## config.mk

```make
export PLATFORM = sky130hd
export DESIGN_NAME = scalar_kalman_filter
export DESIGN_NICKNAME = d
export VERILOG_FILES = /design/src/rtl/skf_pkg.sv /design/src/rtl/skf_csr.sv /design/src/rtl/skf_div.sv /design/src/rtl/skf_core.sv /design/src/rtl/scalar_kalman_filter.sv
export VERILOG_INCLUDE_DIRS = /design/src /design/src/rtl
export SDC_FILE = /design/constraint.sdc
export NUM_CORES = 2
export LEC_CHECK = 0
export BUFFER_PORTS_ARGS = -buffer_cell sky130_fd_sc_hd__buf_4
export CAP_MARGIN = 30
export CORE_MARGIN = 3
export CORE_UTILIZATION = 60
export DETAILED_ROUTE_END_ITERATION = 10
export PLACE_DENSITY_LB_ADDON = 0.2
export SYNTH_ARGS = -nofsm -noshare
export SYNTH_HDL_FRONTEND = slang
export SYNTH_SLANG_ARGS = --single-unit
```

## constraint.sdc

```tcl
create_clock -name clock -period 11.2 [get_ports clock]
set_input_delay 0.56 -clock clock [delete_from_list [all_inputs] [get_ports clock]]
set_output_delay 0.56 -clock clock [all_outputs]
set_load 0.005 [all_outputs]
```

## src/rtl/assert_macros.svh

```systemverilog
// ----------------------------------------------------------------------------
// assert_macros.svh
// Assertion shorthands shared by the filter RTL.
// ----------------------------------------------------------------------------
`ifndef ASSERT_MACROS_SVH
`define ASSERT_MACROS_SVH

// Checked outside reset only.
`define SKF_ASSERT(label, clk, rst, prop, msg) \
   label: assert property (@(posedge clk) disable iff (rst) prop) else $error(msg);

// Checked on every edge, reset included.
`define SKF_ASSERT_ALWAYS(label, clk, prop, msg) \
   label: assert property (@(posedge clk) prop) else $error(msg);

`endif

```

## src/rtl/skf_pkg.sv

```systemverilog
// ----------------------------------------------------------------------------
// skf_pkg
// Types and constants of the scalar Kalman filter.
// ----------------------------------------------------------------------------
package skf_pkg;

   localparam int FRAC_BITS = 16;
   localparam int DATA_W    = 32;               // estimate / measurement
   localparam int COV_W     = 31;               // covariance and noise values
   localparam int GAIN_W    = 17;               // gain field on the result
   localparam int QUO_W     = FRAC_BITS + 1;    // gain in [0, 1.0]
   localparam int CNT_W     = $clog2(QUO_W);
   localparam int DIFF_W    = DATA_W + 1;
   localparam int MUL_A_W   = DIFF_W + 1;
   localparam int MUL_B_W   = QUO_W + 1;
   localparam int PROD_W    = MUL_A_W + MUL_B_W;
   localparam int ADDR_W    = 4;
   localparam int CSR_W     = 32;
   localparam int REQ_W     = 32;
   localparam int RSP_W     = 56;

   localparam logic [QUO_W-1:0] ONE_FX = QUO_W'(1) << FRAC_BITS;

   localparam logic [COV_W-1:0]         RST_PROCESS_NOISE      = COV_W'(655);
   localparam logic [COV_W-1:0]         RST_MEASUREMENT_NOISE  = COV_W'(65536);
   localparam logic signed [DATA_W-1:0] RST_INITIAL_ESTIMATE   = '0;
   localparam logic [COV_W-1:0]         RST_INITIAL_COVARIANCE = COV_W'(65536);

   typedef enum logic [1:0] {
      REG_PROCESS_NOISE,
      REG_MEASUREMENT_NOISE,
      REG_INITIAL_ESTIMATE,
      REG_INITIAL_COVARIANCE
   } reg_idx_type;

   typedef struct packed {
      logic [COV_W-1:0] process_noise;
      logic [COV_W-1:0] measurement_noise;
   } noise_cfg_type;

   typedef struct packed {
      logic                     load_estimate;
      logic                     load_covariance;
      logic signed [DATA_W-1:0] estimate;
      logic [COV_W-1:0]         covariance;
   } state_load_type;

   typedef struct packed {
      logic              start;
      logic [COV_W-1:0]  dividend;
      logic [DATA_W-1:0] divisor;
   } div_req_type;

   typedef struct packed {
      logic             done;
      logic [QUO_W-1:0] quotient;
   } div_rsp_type;

   typedef struct packed {
      logic                     valid;
      logic signed [DATA_W-1:0] estimate;
      logic [QUO_W-1:0]         gain;
   } result_type;

endpackage

```

## src/rtl/skf_csr.sv

```systemverilog
// ----------------------------------------------------------------------------
// skf_csr
// APB register file: noise variances and initial state values.
// ----------------------------------------------------------------------------
module skf_csr (
   input  logic                              clock,
   input  logic                              reset,
   input  logic                              csr_psel,
   input  logic                              csr_penable,
   input  logic                              csr_pwrite,
   input  logic [skf_pkg::ADDR_W-1:0]        csr_paddr,
   input  logic [skf_pkg::CSR_W-1:0]         csr_pwdata,
   output logic [skf_pkg::CSR_W-1:0]         csr_prdata,
   output logic                              csr_pready,
   output skf_pkg::noise_cfg_type            noise_cfg,
   output skf_pkg::state_load_type           state_load
);

   logic [skf_pkg::COV_W-1:0]         q_ff, q_in;
   logic [skf_pkg::COV_W-1:0]         r_ff, r_in;
   logic signed [skf_pkg::DATA_W-1:0] x0_ff, x0_in;
   logic [skf_pkg::COV_W-1:0]         p0_ff, p0_in;
   logic                              wr_en;
   skf_pkg::reg_idx_type              idx;

   assign csr_pready = 1'b1;
   assign wr_en      = csr_psel & csr_penable & csr_pwrite;
   assign idx        = skf_pkg::reg_idx_type'(csr_paddr[3:2]);

   always_comb begin
      q_in  = q_ff;
      r_in  = r_ff;
      x0_in = x0_ff;
      p0_in = p0_ff;
      if (wr_en) begin
         unique case (idx)
            skf_pkg::REG_PROCESS_NOISE:      q_in  = csr_pwdata[skf_pkg::COV_W-1:0];
            skf_pkg::REG_MEASUREMENT_NOISE:  r_in  = csr_pwdata[skf_pkg::COV_W-1:0];
            skf_pkg::REG_INITIAL_ESTIMATE:   x0_in = csr_pwdata;
            skf_pkg::REG_INITIAL_COVARIANCE: p0_in = csr_pwdata[skf_pkg::COV_W-1:0];
            default: ;
         endcase
      end
   end

   always_ff @(posedge clock) begin
      if (reset) begin
         q_ff  <= skf_pkg::RST_PROCESS_NOISE;
         r_ff  <= skf_pkg::RST_MEASUREMENT_NOISE;
         x0_ff <= skf_pkg::RST_INITIAL_ESTIMATE;
         p0_ff <= skf_pkg::RST_INITIAL_COVARIANCE;
      end else begin
         q_ff  <= q_in;
         r_ff  <= r_in;
         x0_ff <= x0_in;
         p0_ff <= p0_in;
      end
   end

   always_comb begin
      unique case (idx)
         skf_pkg::REG_PROCESS_NOISE:      csr_prdata = {1'b0, q_ff};
         skf_pkg::REG_MEASUREMENT_NOISE:  csr_prdata = {1'b0, r_ff};
         skf_pkg::REG_INITIAL_ESTIMATE:   csr_prdata = x0_ff;
         skf_pkg::REG_INITIAL_COVARIANCE: csr_prdata = {1'b0, p0_ff};
         default:                         csr_prdata = '0;
      endcase
   end

   assign noise_cfg.process_noise     = q_ff;
   assign noise_cfg.measurement_noise = r_ff;

   // State loads follow the register writes directly.
   assign state_load.load_estimate   = wr_en && (idx == skf_pkg::REG_INITIAL_ESTIMATE);
   assign state_load.load_covariance = wr_en && (idx == skf_pkg::REG_INITIAL_COVARIANCE);
   assign state_load.estimate        = csr_pwdata;
   assign state_load.covariance      = csr_pwdata[skf_pkg::COV_W-1:0];

endmodule

```

## src/rtl/skf_div.sv

```systemverilog
// ----------------------------------------------------------------------------
// skf_div
// Restoring divider, one quotient bit per cycle: floor((p << FRAC) / den).
// ----------------------------------------------------------------------------
`include "assert_macros.svh"

module skf_div (
   input  logic                 clock,
   input  logic                 reset,
   input  skf_pkg::div_req_type div_req,
   output skf_pkg::div_rsp_type div_rsp
);

   logic                              busy_ff, busy_in;
   logic                              done_ff, done_in;
   logic [skf_pkg::CNT_W-1:0]         cnt_ff, cnt_in;
   logic [skf_pkg::DATA_W:0]          rem_ff, rem_in;
   logic [skf_pkg::DATA_W-1:0]        den_ff, den_in;
   logic [skf_pkg::QUO_W-1:0]         quo_ff, quo_in;
   logic                              ge;
   logic [skf_pkg::DATA_W:0]          rem_sub;
   logic [skf_pkg::DATA_W:0]          rem_sel;

   assign ge      = rem_ff >= {1'b0, den_ff};
   assign rem_sub = rem_ff - {1'b0, den_ff};
   assign rem_sel = ge ? rem_sub : rem_ff;

   always_comb begin
      busy_in = busy_ff;
      done_in = 1'b0;
      cnt_in  = cnt_ff;
      rem_in  = rem_ff;
      den_in  = den_ff;
      quo_in  = quo_ff;
      if (div_req.start) begin
         rem_in = {2'b00, div_req.dividend};
         den_in = div_req.divisor;
         cnt_in = skf_pkg::CNT_W'(skf_pkg::QUO_W - 1);
         quo_in = '0;
         if (div_req.divisor == '0) begin
            // zero denominator: gain is zero
            done_in = 1'b1;
            busy_in = 1'b0;
         end else begin
            busy_in = 1'b1;
         end
      end else if (busy_ff) begin
         // remainder stays below den, so the shift fits
         rem_in = {rem_sel[skf_pkg::DATA_W-1:0], 1'b0};
         quo_in = {quo_ff[skf_pkg::QUO_W-2:0], ge};
         cnt_in = cnt_ff - 1'b1;
         if (cnt_ff == '0) begin
            busy_in = 1'b0;
            done_in = 1'b1;
         end
      end
   end

   always_ff @(posedge clock) begin
      if (reset) begin
         busy_ff <= 1'b0;
         done_ff <= 1'b0;
         cnt_ff  <= '0;
      end else begin
         busy_ff <= busy_in;
         done_ff <= done_in;
         cnt_ff  <= cnt_in;
      end
      rem_ff <= rem_in;
      den_ff <= den_in;
      quo_ff <= quo_in;
   end

   assign div_rsp.done     = done_ff;
   assign div_rsp.quotient = quo_ff;

   `SKF_ASSERT(a_div_done_single, clock, reset, div_rsp.done |=> !div_rsp.done, "divider done held")

endmodule

```

## src/rtl/skf_core.sv

```systemverilog
// ----------------------------------------------------------------------------
// skf_core
// Filter state, sequencer and shared multiplier; gain from the divider.
// ----------------------------------------------------------------------------
`include "assert_macros.svh"

module skf_core (
   input  logic                              clock,
   input  logic                              reset,
   input  logic                              in_valid,
   output logic                              in_ready,
   input  logic signed [skf_pkg::DATA_W-1:0] in_measurement,
   input  skf_pkg::noise_cfg_type            noise_cfg,
   input  skf_pkg::state_load_type           state_load,
   output skf_pkg::div_req_type              div_req,
   input  skf_pkg::div_rsp_type              div_rsp,
   output skf_pkg::result_type               result,
   input  logic                              result_free
);

   typedef enum logic [2:0] {
      ST_IDLE,
      ST_SUM,
      ST_DIVIDE,
      ST_MUL_EST,
      ST_MUL_COV,
      ST_WRITE,
      ST_DONE
   } state_type;

   localparam logic signed [skf_pkg::PROD_W-1:0] SUM_MAX =
      {{(skf_pkg::PROD_W-skf_pkg::DATA_W+1){1'b0}}, {(skf_pkg::DATA_W-1){1'b1}}};
   localparam logic signed [skf_pkg::PROD_W-1:0] SUM_MIN =
      {{(skf_pkg::PROD_W-skf_pkg::DATA_W+1){1'b1}}, {(skf_pkg::DATA_W-1){1'b0}}};

   state_type                          state_ff, state_in;
   logic signed [skf_pkg::DATA_W-1:0]  est_ff, est_in;
   logic [skf_pkg::COV_W-1:0]          cov_ff, cov_in;
   logic signed [skf_pkg::DATA_W-1:0]  z_ff, z_in;
   logic [skf_pkg::COV_W-1:0]          p_ff, p_in;
   logic [skf_pkg::QUO_W-1:0]          gain_ff, gain_in;
   logic signed [skf_pkg::PROD_W-1:0]  prod_ff, prod_in;

   logic [skf_pkg::DATA_W-1:0]         p_sum;
   logic [skf_pkg::COV_W-1:0]          p_sat;
   logic signed [skf_pkg::DIFF_W-1:0]  diff;
   logic signed [skf_pkg::MUL_A_W-1:0] mul_a;
   logic signed [skf_pkg::MUL_B_W-1:0] mul_b;
   logic signed [skf_pkg::PROD_W-1:0]  mul_p;
   logic signed [skf_pkg::PROD_W-1:0]  corr;
   logic signed [skf_pkg::PROD_W-1:0]  est_sum;
   logic signed [skf_pkg::DATA_W-1:0]  est_sat;

   // p + q, saturated to 31 bits
   assign p_sum = {1'b0, cov_ff} + {1'b0, noise_cfg.process_noise};
   assign p_sat = p_sum[skf_pkg::DATA_W-1] ? '1 : p_sum[skf_pkg::COV_W-1:0];

   assign div_req.start    = (state_ff == ST_SUM);
   assign div_req.dividend = p_sat;
   assign div_req.divisor  = {1'b0, p_sat} + {1'b0, noise_cfg.measurement_noise};

   assign diff = skf_pkg::DIFF_W'(z_ff) - skf_pkg::DIFF_W'(est_ff);

   // Shared multiplier: k*(z-x) first, then p*(1-k).
   always_comb begin
      if (state_ff == ST_MUL_COV) begin
         mul_a = skf_pkg::MUL_A_W'({1'b0, p_ff});
         mul_b = skf_pkg::MUL_B_W'({1'b0, skf_pkg::ONE_FX - gain_ff});
      end else begin
         mul_a = skf_pkg::MUL_A_W'(diff);
         mul_b = skf_pkg::MUL_B_W'({1'b0, gain_ff});
      end
   end

   assign mul_p = mul_a * mul_b;

   // arithmetic shift rounds toward minus infinity
   assign corr    = prod_ff >>> skf_pkg::FRAC_BITS;
   assign est_sum = skf_pkg::PROD_W'(est_ff) + corr;

   always_comb begin
      if (est_sum > SUM_MAX) begin
         est_sat = SUM_MAX[skf_pkg::DATA_W-1:0];
      end else if (est_sum < SUM_MIN) begin
         est_sat = SUM_MIN[skf_pkg::DATA_W-1:0];
      end else begin
         est_sat = est_sum[skf_pkg::DATA_W-1:0];
      end
   end

   always_comb begin
      state_in = state_ff;
      est_in   = est_ff;
      cov_in   = cov_ff;
      z_in     = z_ff;
      p_in     = p_ff;
      gain_in  = gain_ff;
      prod_in  = prod_ff;

      if (state_load.load_estimate) begin
         est_in = state_load.estimate;
      end
      if (state_load.load_covariance) begin
         cov_in = state_load.covariance;
      end

      unique case (state_ff)
         ST_IDLE: begin
            if (in_valid) begin
               z_in     = in_measurement;
               state_in = ST_SUM;
            end
         end
         ST_SUM: begin
            p_in     = p_sat;
            state_in = ST_DIVIDE;
         end
         ST_DIVIDE: begin
            if (div_rsp.done) begin
               gain_in  = div_rsp.quotient;
               state_in = ST_MUL_EST;
            end
         end
         ST_MUL_EST: begin
            prod_in  = mul_p;
            state_in = ST_MUL_COV;
         end
         ST_MUL_COV: begin
            est_in   = est_sat;
            prod_in  = mul_p;
            state_in = ST_WRITE;
         end
         ST_WRITE: begin
            // product is at most p << FRAC, so it fits in 31 bits
            cov_in   = prod_ff[skf_pkg::FRAC_BITS +: skf_pkg::COV_W];
            state_in = ST_DONE;
         end
         ST_DONE: begin
            if (result_free) begin
               state_in = ST_IDLE;
            end
         end
         default: state_in = ST_IDLE;
      endcase
   end

   always_ff @(posedge clock) begin
      if (reset) begin
         state_ff <= ST_IDLE;
         est_ff   <= skf_pkg::RST_INITIAL_ESTIMATE;
         cov_ff   <= skf_pkg::RST_INITIAL_COVARIANCE;
      end else begin
         state_ff <= state_in;
         est_ff   <= est_in;
         cov_ff   <= cov_in;
      end
      z_ff    <= z_in;
      p_ff    <= p_in;
      gain_ff <= gain_in;
      prod_ff <= prod_in;
   end

   assign in_ready        = (state_ff == ST_IDLE);
   assign result.valid    = (state_ff == ST_DONE);
   assign result.estimate = est_ff;
   assign result.gain     = gain_ff;

   `SKF_ASSERT(a_accept_starts, clock, reset, (in_valid && in_ready) |=> (state_ff == ST_SUM), "transfer did not start a step")
   `SKF_ASSERT(a_gain_le_one, clock, reset, (state_ff == ST_MUL_EST) |-> (gain_ff <= skf_pkg::ONE_FX), "gain above one")
   `SKF_ASSERT(a_cov_shrinks, clock, reset, (state_ff == ST_WRITE) |=> (cov_ff <= $past(p_ff)), "covariance grew in update")

endmodule

```

## src/rtl/scalar_kalman_filter.sv

```systemverilog
// ----------------------------------------------------------------------------
// scalar_kalman_filter
// One item is processed at a time: from the input transfer through the 17-step restoring
// divider to rsp_tvalid; a zero denominator gives a zero gain without the divider steps.
// A new item is taken while a finished result still waits in the output register.
// Reset (synchronous, active high) loads the register reset values and the state
// estimate 0 and covariance 1.0; a write of an initial value reloads that state.
// ----------------------------------------------------------------------------
`include "assert_macros.svh"

module scalar_kalman_filter (
   input  logic                       clock,
   input  logic                       reset,
   input  logic                       req_tvalid,
   output logic                       req_tready,
   input  logic [skf_pkg::REQ_W-1:0]  req_tdata,    // [31:0] measurement
   output logic                       rsp_tvalid,
   input  logic                       rsp_tready,
   output logic [skf_pkg::RSP_W-1:0]  rsp_tdata,    // [31:0] estimate, [48:32] gain
   input  logic                       csr_psel,
   input  logic                       csr_penable,
   input  logic                       csr_pwrite,
   input  logic [skf_pkg::ADDR_W-1:0] csr_paddr,
   input  logic [skf_pkg::CSR_W-1:0]  csr_pwdata,
   output logic [skf_pkg::CSR_W-1:0]  csr_prdata,
   output logic                       csr_pready
);

   skf_pkg::noise_cfg_type  noise_cfg;
   skf_pkg::state_load_type state_load;
   skf_pkg::div_req_type    div_req;
   skf_pkg::div_rsp_type    div_rsp;
   skf_pkg::result_type     result;

   logic                             rsp_valid_ff, rsp_valid_in;
   logic [skf_pkg::RSP_W-1:0]        rsp_data_ff, rsp_data_in;
   logic                             slot_free;

   skf_csr u_csr (
      .clock       (clock),
      .reset       (reset),
      .csr_psel    (csr_psel),
      .csr_penable (csr_penable),
      .csr_pwrite  (csr_pwrite),
      .csr_paddr   (csr_paddr),
      .csr_pwdata  (csr_pwdata),
      .csr_prdata  (csr_prdata),
      .csr_pready  (csr_pready),
      .noise_cfg   (noise_cfg),
      .state_load  (state_load)
   );

   skf_div u_div (
      .clock   (clock),
      .reset   (reset),
      .div_req (div_req),
      .div_rsp (div_rsp)
   );

   skf_core u_core (
      .clock          (clock),
      .reset          (reset),
      .in_valid       (req_tvalid),
      .in_ready       (req_tready),
      .in_measurement (req_tdata),
      .noise_cfg      (noise_cfg),
      .state_load     (state_load),
      .div_req        (div_req),
      .div_rsp        (div_rsp),
      .result         (result),
      .result_free    (slot_free)
   );

   assign slot_free = !rsp_valid_ff || rsp_tready;

   always_comb begin
      rsp_valid_in = rsp_valid_ff;
      rsp_data_in  = rsp_data_ff;
      if (result.valid && slot_free) begin
         rsp_valid_in = 1'b1;
         rsp_data_in  = {{(skf_pkg::RSP_W-skf_pkg::DATA_W-skf_pkg::GAIN_W){1'b0}},
                         skf_pkg::GAIN_W'(result.gain), result.estimate};
      end else if (rsp_tready) begin
         rsp_valid_in = 1'b0;
      end
   end

   always_ff @(posedge clock) begin
      if (reset) begin
         rsp_valid_ff <= 1'b0;
      end else begin
         rsp_valid_ff <= rsp_valid_in;
      end
      rsp_data_ff <= rsp_data_in;
   end

   assign rsp_tvalid = rsp_valid_ff;
   assign rsp_tdata  = rsp_data_ff;

   `SKF_ASSERT_ALWAYS(a_reset_no_rsp, clock, reset |=> !rsp_tvalid, "result valid after reset")

endmodule
```

==> Yosys cells after proc, flatten, opt, wreduce, memory -nomap -nowiden <==
Cells that the tools add are included.
{ "op_classes": {"n_addsub": 7, "multipliers": 1, "n_lt_le_gt_ge": 3, "eq_ne": 12, "n_mux": 29, "bitwise_logic": 2, "reduce_logical": 22} }
{ "op_table": {"columns": ["operator", "count"], "rows": [
  ["$mux 32", 5],
  ["$mux 31", 5],
  ["$pmux 32 s4", 1],
  ["$add 31x31->32", 2],
  ["$gt 52x32->1 const B", 1],
  ["$lt 52x32->1 const B", 1],
  ["$mul 34x18->52", 1],
  ["$add 32x36->37", 1],
  ["$mux 34", 1],
  ["$ge 33x32->1", 1],
  ["$sub 32x32->33", 1],
  ["$logic_not 32->1", 1],
  ["$sub 32x32->32", 1],
  ["$pmux 3 s7", 1],
  ["$mux 17", 1],
  ["$sub 17x17->17 const A", 1],
  ["$reduce_and 2->1", 6],
  ["$mux 1", 10],
  ["$mux 5", 2],
  ["$eq 3x3->1 const B", 3],
  ["$mux 3", 3],
  ["$reduce_bool 2->1", 4],
  ["$eq 3x2->1 const B", 2],
  ["$logic_not 5->1", 1],
  ["other kinds (14)", 20]
]} }
{ "totals": {"reg_bits": 462, "out_inout_bits": 91} }

==> Longest topological paths before layout <==
{ "logic_depth": {"depth_word": 6, "mapped_depth": 36, "depth_no_buf": 35} }

==> By module <==
Synthesis repeated with hierarchy kept, for this count alone.
{ "hier_totals": {"cells_unflattened": 4777, "area_unflattened_um2": 45552.4} }
{ "modules_own_cells": {"columns": ["module", "n_inst", "cells_per_inst", "area_per_inst_um2", "seq_area_each_um2"], "rows": [
  ["skf_core", 1, 3577, 32194.6, 4804.6],
  ["skf_csr", 1, 560, 6203.4, 2502.4],
  ["skf_div", 1, 578, 5571.6, 2412.3],
  ["scalar_kalman_filter", 1, 62, 1582.8, 1491.4]
]} }

==> Worst setup path after synthesis <==
OpenSTA, ideal clock, no wires.
{ "synth_timing": {"path_kind": "register to register", "startpoint": "register u_core.est_ff[1] in the netlist's numbering", "endpoint": "register u_core.prod_ff[45] in the netlist's numbering (data pin)", "setup_time_ns": 0.259, "t_arrival_ns": 8.020, "setup_slack_ns": 2.921, "stages_incl_launch_ff": 34, "n_path_buf": 1, "period_less_slack_ns": 8.279, "path_cell_list": "dfxtp_1 inv_1 ha_1 nor2b_1 o21a_1 o21a_1 o21a_1 o21ai_1 a21boi_1 o21a_1 o211a_2 nor3_1 clkbuf_1 nand2_1 fa_1 inv_1 fa_1 fa_1 fa_1 fa_1 inv_1 fa_1 inv_1 ha_1 a21o_1 a21o_1 a21oi_1 o21bai_1 a221oi_1 o21ai_1 a41oi_1 o311ai_1 a41oi_1 xnor2_1"} }
{ "synth_via": {"elab_chain_cells": 3} }
{ "synth_rtl": {"columns": ["element", "line_no", "source"], "rows": [
  ["start: declaration", "skf_core.sv:37", "logic signed [skf_pkg::DATA_W-1:0] est_ff, est_in;"],
  ["start signal: assignment", "skf_core.sv:150", "est_ff <= skf_pkg::RST_INITIAL_ESTIMATE;"],
  ["start signal: assignment", "skf_core.sv:154", "est_ff <= est_in;"],
  ["$sub 32x32->33", "skf_core.sv:62", "assign diff = skf_pkg::DIFF_W'(z_ff) - skf_pkg::DIFF_W'(est_ff);"],
  ["$mux 34", "skf_core.sv:66", "if (state_ff == ST_MUL_COV) begin"],
  ["$mul 34x18->52", "skf_core.sv:75", "assign mul_p = mul_a * mul_b;"],
  ["net u_core.mul_p, one bit", "skf_core.sv:49", "logic signed [skf_pkg::PROD_W-1:0] mul_p;"],
  ["end signal: assignment", "skf_core.sv:160", "prod_ff <= prod_in;"],
  ["end: declaration", "skf_core.sv:42", "logic signed [skf_pkg::PROD_W-1:0] prod_ff, prod_in;"]
]} }
The timed path passes the listed nets, and every way through them passes these cells.
A chain may end at the register's enable or synchronous reset.

==> Final worst setup path <==
{ "layout_timing": {"startpoint": "register u_core.est_ff[2] in the netlist's numbering", "endpoint": "register u_core.prod_ff[45] in the netlist's numbering (data pin)"} }
The elaborated chain is that of the path after synthesis.

==> metrics <==
CTS tree built; Slew @ Worst Pin 1.14 ns; PortBufs 155; num rows 99; Reg2Reg Setup Slack 0.90 ns; EDFF count, synth 228; detailed router's first-iteration violation count 3377; die span in y 279 um; Via density 6.07; antenna violations before repair 2; Setup crit start kind flop; Post-Route WL 135 mm; global-route wire length before repair 211 mm; Reg clk slew, reported paths 0.06 ns; post-synthesis instance total 4990; area occupied by multi-input gates 30100 um^2; largest net degree at the start of global routing 108; nets 5955; CTS buffer count 51; CTS Hold Buffers Added 0; Root Buffer clkbuf_16; Storage cell area 11200 um^2; Clock Latency Late Sink 0.62 ns; unrepaired setup endpoints after global routing false; critical path's most frequent cell fa_1; initial core utilization 61.0%; Inst Count DP 5957; Pre-antenna DRT Iters 6; Setup Fix Bufs, Post-CTS 0; Detail Route Antenna Nets 0; Slew Viols, Final 0; IO Count 166; post-DR wirelength/cell 22.3 um; Yosys warnings 0; CP arrival 10.66 ns; non-filler instance count after layout 6056; fillers 6040; Main synth FF type edfxtp_1; share of layout cells above drive strength 1 7.99%; CTS Buffer Depth 3; Fin. Hold Viols 0; die area 77800 um^2; Total Neg Setup Slack 0 ns; vias in the first global route 36700; Synth Register Bits 446; Critical Path Slowest Stage Cell a21oi_1; WP data required 11.56 ns; Final Cycle Share 91.9%; fin crit period 10.30 ns; Worst path max stage delay 0.76 ns; CTS sink count 446; Max transition margin 23.8%; outcome completed; H-Tree Depth 2; Vias 36800; FFs w/ async S/R, synth 0%; # Max-Cap Violations 0; post-synthesis sequential area ratio 25.1%; Worst Skew 0.0256 ns; GPL Wtd Cong 0.956; Setup Viol. Count Final 0; Peak Freq 97.1 MHz; post-DP HPWL 105 mm; Critical Path Sink Type flop; Yosys cell types 81; worst hold path type in2reg; Crit Path Class reg2reg; CP max FO 8; core box area 73300 um^2; remaining routing DRC violations 0; synthesis-to-finish area growth 9.42%; Horiz. Die Dim 279 um; syn avg cell area 8.96 um^2; GRT Resource Usage Total 35.1%; cts repair resizes 0; Congestion Overflow GR 0; synthesized cell area 44700 um^2
[placed cells by master (no fill, tap or decap), types with 84 or more instances in the layout]
cell      count
nand2_1     780
inv_1       740
fa_1        543
nor2_1      398
a21oi_1     385
ha_1        283
edfxtp_1    228
buf_4       221
dfxtp_1     218
xnor2_1     114
a21o_1       84
[final timing paths]
check,depth (start not counted),to,startpoint
setup / recovery,32,u_core.prod_ff[45],u_core.est_ff[2]
hold / removal,1,u_core.z_ff[4],req_tdata[4]
setup reg to reg,32,u_core.prod_ff[45],u_core.est_ff[2]
hold reg to reg,0,u_core.gain_ff[16],u_div.quo_ff[16]
[worst max-delay path: cells and delay by family, from the launching register on]
family | cells | cell delay (ns)
adder cells (fa/ha/maj) | 8 | 3.84
AO/OA/AOI/OAI | 10 | 3.55
AND/OR/NAND/NOR | 6 | 0.90
multiplexers | 1 | 0.75
flip-flops | 1 | 0.41
XOR/XNOR | 2 | 0.28
buffers and inverters | 5 | 0.27
[cells in the mapped netlist, types with 11 or more instances]
| master | instances | area, um^2 |
|---|---|---|
| a21oi_1 | 385 | 1930 |
| mux2i_1 | 36 | 360 |
| dfxtp_1 | 218 | 4360 |
| o21a_1 | 46 | 345 |
| clkbuf_1 | 192 | 721 |
| buf_1 | 17 | 63.8 |
| o21ai_0 | 82 | 410 |
| nor3_1 | 58 | 290 |
| o21ai_1 | 59 | 295 |
| and2_1 | 37 | 231 |
| o31ai_1 | 16 | 120 |
| nand2_1 | 783 | 2940 |
| nor2_1 | 398 | 1490 |
| o211ai_1 | 21 | 158 |
| nand3_1 | 50 | 250 |
| a311oi_1 | 41 | 359 |
| inv_1 | 741 | 2780 |
| nand2b_1 | 33 | 206 |
| o21bai_1 | 18 | 135 |
| xor2_1 | 71 | 622 |
| fa_1 | 543 | 10900 |
| a211o_1 | 11 | 96.3 |
| nor2b_1 | 50 | 313 |
| a31oi_1 | 29 | 181 |
| ha_1 | 283 | 3540 |
| mux4_2 | 31 | 698 |
| edfxtp_1 | 228 | 6850 |
| xnor2_1 | 118 | 1030 |
| or3_1 | 12 | 75.1 |
| mux2_2 | 11 | 124 |
| nand4_1 | 23 | 144 |
| and3_1 | 31 | 194 |
| a21o_1 | 84 | 631 |
| a211oi_1 | 69 | 518 |
[routing by layer]
layer	GRT usage, %	part of all wire [%]	vias up	routed length [um]
li1	-	-	16600	-
met1	50.1	42	18100	56600
met2	53.7	44	1757	59100
met3	5.68	9.1	353	12300
met4	14.8	5.1	0	6820
met5	0	0	-	0
[through the flow]
stage	cell area [um^2]	hold slack, ns	setup WS (ns)	utilization, %
floorplan	44700	0.408	2.92	-
global placement	46900	0.412	1.38	64.0
detailed placement	47000	0.428	1.16	64.1
CTS	48900	0.0901	1.13	66.6
global route	48900	0.108	0.419	66.7
finish	48900	0.115	0.902	66.7
[flip-flops by register name, summed over array words and instances (netlist names), 32 cells and up]
signal and flops:
u_core.z_ff 32, u_div.den_ff 32, u_csr.x0_ff 32, u_core.prod_ff 36
rsp_tdata 49, u_div.rem_ff 33, u_core.est_ff 32
[logic make-up after synthesis]
group                      share of synthesized area (%)
DFF                                                 25.1
buffers and inverters                               8.16
muxes                                               2.67
adders and majority gates                           32.2
and+or+nand+nor                                     14.7
xor gates and xnor gates                            3.70
AOI/OAI and AO/OA                                   13.4
other                                             0.0168
[final cells by class]
class / count / share of cell area [%]
Antenna cell: 1 / 0.00512
Tap cell: 959 / 2.45
Inverter: 742 / 5.70
Multi-Input combinational cell: 3587 / 61.5
Clock inverter: 23 / 0.568
Timing Repair Buffer: 226 / 3.61
Clock buffer: 72 / 3.21
Sequential cell: 446 / 22.9
Power is not shown: default switching activity piles up to over one toggle a cycle in this logic, so the estimate is an artifact.
